--- src/hw/rtl/assert_macros.svh ---
// Assertion macros for the RTL files that carry concurrent checks.
// Depends on nothing; include by bare file name.
`ifndef ASSERT_MACROS_SVH
`define ASSERT_MACROS_SVH

// Generic clocked assertion, disabled while the active-low reset is low.
`define ASSERT_CLK(lbl, clk, rst_n, prop, msg) \
    lbl: assert property (@(posedge clk) disable iff (!rst_n) prop) else $error(msg);

// Shorthand for modules using the house clock and reset names.
`define ASSERT_TOP(lbl, prop, msg) `ASSERT_CLK(lbl, i_clk, i_rst_n, prop, msg)

`endif

--- src/hw/rtl/rtd_pkg.sv ---
// Shared constants, codes and types of the RTD resistance to temperature core.
// Depends on nothing; imported by the fraction divider and the top level.
`timescale 1ns / 1ps

package rtd_pkg;

    // Table geometry
    localparam int TABLE_ENTRIES = 1051;
    localparam int IDX_W         = $clog2(TABLE_ENTRIES);
    localparam logic [IDX_W-1:0] LAST_IDX = IDX_W'(TABLE_ENTRIES - 1);

    // Field widths
    localparam int RES_W       = 16;
    localparam int ENTRY_IDX_W = 11;
    localparam int TEMP_W      = 15;
    localparam int STATUS_W    = 2;

    // Fraction divider: dividend is diff * 10, quotient never exceeds ten
    localparam int DVD_W  = RES_W + 4;
    localparam int QUOT_W = 4;
    localparam int STEP_W = $clog2(QUOT_W);

    // Temperature scaling
    localparam int TENTHS        = 10;
    localparam int DEGREE_OFFSET = 200;
    localparam int TEMP_BELOW    = -2000;
    localparam int TEMP_ABOVE    = 8500;
    localparam int TEMP_MAX      = 16383;
    localparam int CALC_W        = (IDX_W + 6 > 16) ? IDX_W + 6 : 16;

    // Request kinds
    localparam logic KIND_CONVERT = 1'b0;
    localparam logic KIND_WRITE   = 1'b1;

    typedef enum logic [STATUS_W-1:0] {
        ST_INSIDE = 2'd0,
        ST_BELOW  = 2'd1,
        ST_ABOVE  = 2'd2
    } t_status;

    typedef struct packed {
        logic              load;
        logic [DVD_W-1:0]  dividend;
        logic [RES_W-1:0]  divisor;
    } t_div_req;

    typedef struct packed {
        logic              done;
        logic [QUOT_W-1:0] quot;
    } t_div_rsp;

endpackage

--- src/hw/rtl/rtd_frac_div.sv ---
// Restoring divider for the interpolation fraction, one quotient bit a cycle.
// Depends on rtd_pkg for widths and the request/response structs.
`timescale 1ns / 1ps

module rtd_frac_div import rtd_pkg::*; (
    input  logic     i_clk,
    input  logic     i_rst_n,
    input  t_div_req i_req,
    output t_div_rsp o_rsp
);

    logic              r_active;
    logic              r_done;
    logic [STEP_W-1:0] r_step;
    logic [DVD_W-1:0]  r_rem;
    logic [RES_W-1:0]  r_divisor;
    logic [QUOT_W-1:0] r_quot;

    logic [DVD_W-1:0]  shifted;
    logic [DVD_W:0]    trial;
    logic              fits;

    // Trial subtract of the divisor aligned to the current quotient bit
    assign shifted = DVD_W'(r_divisor) << r_step;
    assign trial   = {1'b0, r_rem} - {1'b0, shifted};
    assign fits    = !trial[DVD_W];

    always_ff @(posedge i_clk) begin
        if (!i_rst_n) begin
            r_active <= 1'b0;
            r_done   <= 1'b0;
        end else begin
            r_done <= 1'b0;
            if (i_req.load) begin
                r_active  <= 1'b1;
                r_step    <= STEP_W'(QUOT_W - 1);
                r_rem     <= i_req.dividend;
                r_divisor <= i_req.divisor;
                r_quot    <= '0;
            end else if (r_active) begin
                if (fits) begin
                    r_rem          <= trial[DVD_W-1:0];
                    r_quot[r_step] <= 1'b1;
                end
                if (r_step == '0) begin
                    r_active <= 1'b0;
                    r_done   <= 1'b1;
                end
                r_step <= r_step - 1'b1;
            end
        end
    end

    assign o_rsp.done = r_done;
    assign o_rsp.quot = r_quot;

endmodule

--- config.mk ---
export PLATFORM = sky130hd
export DESIGN_NAME = rtd_frac_div
export DESIGN_NICKNAME = d
export VERILOG_FILES = /design/src/hw/rtl/assert_macros.svh /design/src/hw/rtl/rtd_pkg.sv /design/src/hw/rtl/rtd_frac_div.sv
export SDC_FILE = /design/constraint.sdc
export NUM_CORES = 1
export LEC_CHECK = 0
export BUFFER_PORTS_ARGS = -buffer_cell sky130_fd_sc_hd__buf_2
export CORE_ASPECT_RATIO = 1.4
export CORE_UTILIZATION = 58
export CTS_CLUSTER_SIZE = 28
export DETAILED_ROUTE_END_ITERATION = 10
export GPL_TIMING_DRIVEN = 0
export MAX_ROUTING_LAYER = met4
export PLACE_DENSITY = 0.81
export SYNTH_ARGS = -nofsm -noshare
export SYNTH_HDL_FRONTEND = slang
export SYNTH_SLANG_ARGS = --single-unit
--- constraint.sdc ---
create_clock -name i_clk -period 5.6 [get_ports i_clk]
set_clock_uncertainty 0.2 [all_clocks]
set_input_delay 1.12 -clock i_clk [delete_from_list [all_inputs] [get_ports i_clk]]
set_output_delay 1.12 -clock i_clk [all_outputs]
set_load 0.005 [all_outputs]
# Word-level counts from Yosys, hierarchy flattened
# Index checks and enable logic that the tools add are counted.
# totals
wordCells	34
reg_bits	44
# op_classes
n_shift	1
eq_ne	1
n_lt_le_gt_ge	2
n_reduce_logical	7
addsub	2
muxes	12
n_bitwise	3
# op_table
operator	count
2-to-1 mux 20 bit	3
subtractor 20 x 20 -> 21 bit	1
<< shifter 16 x 2 -> 20 bit	1
2-to-1 mux 4 bit	2
2-to-1 mux 1 bit	5
OR 4 bit	1
AND reduction 2 bit	2
< comparator 2 x 3 -> 1 bit, second input constant	1
AND reduction 3 bit	1
OR reduction 3 bit	1
demux 1 bit (select 2 bit)	1
greater-or-equal comparator 2 x 1 -> 1 bit, second input constant	1
zero test 2 bit	1
2-to-1 mux 2 bit	1
inequality test 2 bit, second input constant	1
inverter 1 bit	2
nonzero test 2 bit	1
subtractor 2 x 1 -> 2 bit, second input constant	1
logical AND 1 bit	1

# Depth between registers and ports, before layout
# depth
ltp_word	7
mapped_depth	14

# Worst setup path before layout
# No wires, ideal clock.
# synth_path
path_type	register to register
from	register r_step[0]
to	register r_quot[0], enable pin
arrival_time_ns	3.783
period_less_slack_ns	4.396
t_required_ns	4.987
setup_slack_ns	1.204
path_stages_with_launch	14
cell_sequence	edfxtp_1 > clkbuf_1 > clkbuf_1 > inv_1 > and3_1 > ha_1 > inv_1 > fa_1 > a211oi_1 > o21ai_0 > a21oi_1 > o211ai_1 > nand4_1 > a21oi_1
# synth_between
elab_chain_len	4
# synth_rtl
element	line_no	source
start, declared	rtd_frac_div.sv:14	logic [STEP_W-1:0] r_step;
start signal, assigned	rtd_frac_div.sv:36	r_step <= STEP_W'(QUOT_W - 1);
start signal, assigned	rtd_frac_div.sv:49	r_step <= r_step - 1'b1;
<< shifter 16 x 2 -> 20 bit	rtd_frac_div.sv:24	assign shifted = DVD_W'(r_divisor) << r_step;
subtractor 20 x 20 -> 21 bit	rtd_frac_div.sv:25	assign trial = {1'b0, r_rem} - {1'b0, shifted};
inequality test 2 bit (no line)	-	
AND reduction 3 bit (no line)	-	
end signal, assigned	rtd_frac_div.sv:39	r_quot <= '0;
end signal, assigned by index	rtd_frac_div.sv:43	r_quot[r_step] <= 1'b1;
end, declared	rtd_frac_div.sv:17	logic [QUOT_W-1:0] r_quot;
# No other way between the ends.
# A chain may end at the register's enable or synchronous reset.

# Worst setup path after layout
# layout_path
from	register r_step[0]
to	register r_rem[0], enable pin
# layout_between
elab_chain_len	4
# layout_rtl
element	line_no	source
<< shifter 16 x 2 -> 20 bit	rtd_frac_div.sv:24	
subtractor 20 x 20 -> 21 bit	rtd_frac_div.sv:25	
inequality test 2 bit (no line)	-	
AND reduction 3 bit (no line)	-	
end signal, assigned	rtd_frac_div.sv:37	r_rem <= i_req.dividend;
end signal, assigned	rtd_frac_div.sv:42	r_rem <= trial[DVD_W-1:0];
end, declared	rtd_frac_div.sv:15	logic [DVD_W-1:0] r_rem;
# No other way between the ends.

==> results.cfg <==
[placement]
pre_cts_slack_ns = 0.9970
io_buffers = 42
place_congestion = 0.9106
dp_hpwl_mm = 5.145
dp_cells = 426

[cts]
postCtsSetupBuffers = 0
cts_buffers = 5
clk_path_buf_depth = 2
cts.clk_slew.worst_paths_ns = 0.09
clk-insertion-delay-late_ns = 0.29
ctsHoldBuffers = 0
cts_tree = built
clock-sinks = 44
ctsResizeCount = 0
htree_levels = 2
cts_root_buffer = clkbuf_8

[worst_setup_path]
rr_startpoint = r_step[0]$_SDFFCE_PP1P_
crit_path_end_kind = register
r2r-end = r_rem[0]$_DFFE_PP_
required_ns = 5.40
path_max_fanout = 14
start_kind = register
slowest_stage = a21oi_2
worst_path_dominant_cell_family = compound AO/OA/AOI/OAI gates
cp.arrival_ns = 4.48
cp_num_buf_inv = 5
crit_type = reg2reg
reg2reg_depth = 14
rrSetupSlack_ns = 0.92
cp_cell_sequence = clkbuf_1, clkbuf_1, inv_1, and3_1, ha_1, inv_1, fa_1, a211oi_1, o21ai_0, a21oi_1, o211ai_1, nand4_1, a21oi_2, buf_8
slowest_delay_ns = 0.69

[global_route]
grt_pass1_vias = 2450
grtUsageTotal_pct = 25.68
grt_max_degree = 17
antenna_found_initial = 0
grt_pass1_wl_mm = 10.76
grt-ovfl-total = 0

[timing]
final.setup.tns_ns = 0
fmax_mhz = 213.8
slew_headroom_pct = 42.72
rsz0062_at_grt = no
setup_viol = 0
finalCritPeriodShare_pct = 83.54
fin_crit_ns = 4.678
hold_viol = 0
final_max_slew_viol_count = 0
timing.final.ws_setup_ns = 0.9217
max_slew.worst_pin.slew_ns = 0.8592

[synthesis]
syn_nets = 380
yosysMostFrequentCell = edfxtp_1
yosysTopAreaCellShare_pct = 40.89
syn_area_per_cell_um2 = 9.729
synthTopCellsByCount = 42 x edfxtp_1, 34 x nand2_1, 30 x o21ai_0
yosysSeqAreaShare_pct = 42.19
ys_ff_latch = 44
synth_edf_count = 42
synth_area_leaders = edfxtp_1 41%, ha_1 9.3%, o21ai_0 4.9%
syn-cell-area_um2 = 3084
ys_warn_count = 0
syn_inst = 317
ys_types = 48
ys.flop_type = edfxtp_1
synth_area_leader_cell = edfxtp_1
synthArstFlopShare_pct = 0

[floorplanning]
die_h_um = 88.28
io_pins = 44
row_count = 31
start_util_pct = 59.79
die_x_um = 63.63
core-area_um2 = 5159
design.die.area_um2 = 5617

[outcome]
outcome = completed

[power]
p_per_area_nw_per_um2 = 267.2
power.leakage_nw = 1.465
ir_worst_vdd_v = 0.0001902

[detailed_routing]
totalWireLength_mm = 6.615
drt_iter0_markers = 138
firstDrtPassIters = 4
avgViaCountPerCell = 5.903
ant_nets = 0
route.detailed.drc = 0
vias = 2562
avgRoutedWirePerCell_um = 15.24

[worst_hold_path]
hold_start = r_active$_SDFF_PN0_
hp-class = reg2reg
hold_end = r_done$_SDFF_PP0_
min_path_cells = 1

[finish]
syn_to_final_growth_pct = 12.94
n_antenna_cell = 0
final_nets = 430
drive_gt1_share_pct = 18.21
finalNonFillerCells = 434

[flow_run]
drv_cap = 0
==> metrics by stage <==
stage	utilization [%]	area, um2	total power, mW	hold slack (ns)
final	67.52	3483	0.9307	0.3151
after global routing	67.52	3483	0.9829	0.3280
after CTS	67.52	3483	0.9311	0.3167
after detailed placement	65.83	3396	0.7361	0.3049
after global placement	65.46	3377	0.7257	0.3009
after floorplan	-	3084	0.6600	0.2896
==> worst register-to-register path: stages (launching register included) <==
cell and delay (ns):
edfxtp_1 0.40, clkbuf_1 0.39, clkbuf_1 0.43, inv_1 0.22, and3_1 0.25, ha_1 0.19
inv_1 0.07, fa_1 0.23, a211oi_1 0.12, o21ai_0 0.28, a21oi_1 0.20, o211ai_1 0.30
nand4_1 0.16, a21oi_2 0.69, buf_8 0.24
==> cell usage in the layout, fill, tap and decap left out, drive strengths merged, types with 3 or more instances in the layout <==
cell type | synthesis | final
a31oi | 4 | 4
buf | 4 | 47
xnor2 | 6 | 6
nand2 | 34 | 34
nor2 | 21 | 21
mux4 | 3 | 3
o31ai | 5 | 5
o21a | 5 | 5
edfxtp | 42 | 42
a21o | 11 | 11
and3 | 6 | 6
nor3 | 6 | 6
inv | 18 | 18
mux2i | 6 | 6
o21ai | 31 | 31
xor2 | 3 | 3
a211oi | 8 | 8
a21oi | 25 | 25
nand3 | 4 | 4
nor2b | 7 | 7
nand4 | 3 | 3
ha | 23 | 23
mux2 | 6 | 6
nand2b | 3 | 3
clkbuf | 10 | 15
==> kinds of logic after synthesis <==
group / after synthesis / synth area share (%)
AO/OA/AOI/OAI: 101 / 20.57
buffers and inverters: 32 / 4.341
XOR/XNOR: 9 / 2.556
AND/OR/NAND/NOR: 92 / 14.04
flip-flops: 44 / 42.19
adder cells (fa/ha/maj): 24 / 9.980
multiplexers: 15 / 6.328
==> metal layers <==
metal | share of wire (%) | global-route usage (%) | vias up
li1 | - | - | 1277
met2 | 49 | 44.29 | 69
met3 | 4.9 | 4.510 | 24
met4 | 3.8 | 13.22 | 0
met5 | 0 | - | -
met1 | 42 | 28.35 | 1192
==> sequential cells by signal, indices dropped and copies added, names as in the netlist <==
register and cells:
r_quot 4, r_rem 20, r_done 1, r_active 1, r_divisor 16, r_step 2
==> power breakdown <==
part | internal [mW] | switching [mW]
combinational | 0.139 | 0.182
sequential | 0.400 | 0.0139
clock | 0.0862 | 0.110
total | 0.625 | 0.306
==> worst max path at each step <==
stage                            startpoint                      end  cells past startpoint
global route        r_step[0]$_SDFFCE_PP1P_       r_rem[0]$_DFFE_PP_                     14
finish              r_step[0]$_SDFFCE_PP1P_       r_rem[0]$_DFFE_PP_                     14
global placement    r_step[0]$_SDFFCE_PP1P_       r_rem[0]$_DFFE_PP_                     13
detailed placement  r_step[0]$_SDFFCE_PP1P_       r_rem[0]$_DFFE_PP_                     14
CTS                 r_step[0]$_SDFFCE_PP1P_       r_rem[0]$_DFFE_PP_                     14
floorplan           r_step[0]$_SDFFCE_PP1P_  r_quot[0]$_SDFFCE_PP0P_                     13
==> area by class of cell <==
class                           instances  area [um2]
Multi-Input combinational cell        241        1653
Tap cell                               66       82.58
Fill cell                             431        1675
Timing Repair Buffer                   43       225.2
Clock inverter                          3       18.77
Buffer                                 14       66.31
Inverter                               18       67.56
Sequential cell                        44        1301
Clock buffer                            5       68.82
Note: power is estimated with default switching activity, not from simulation.
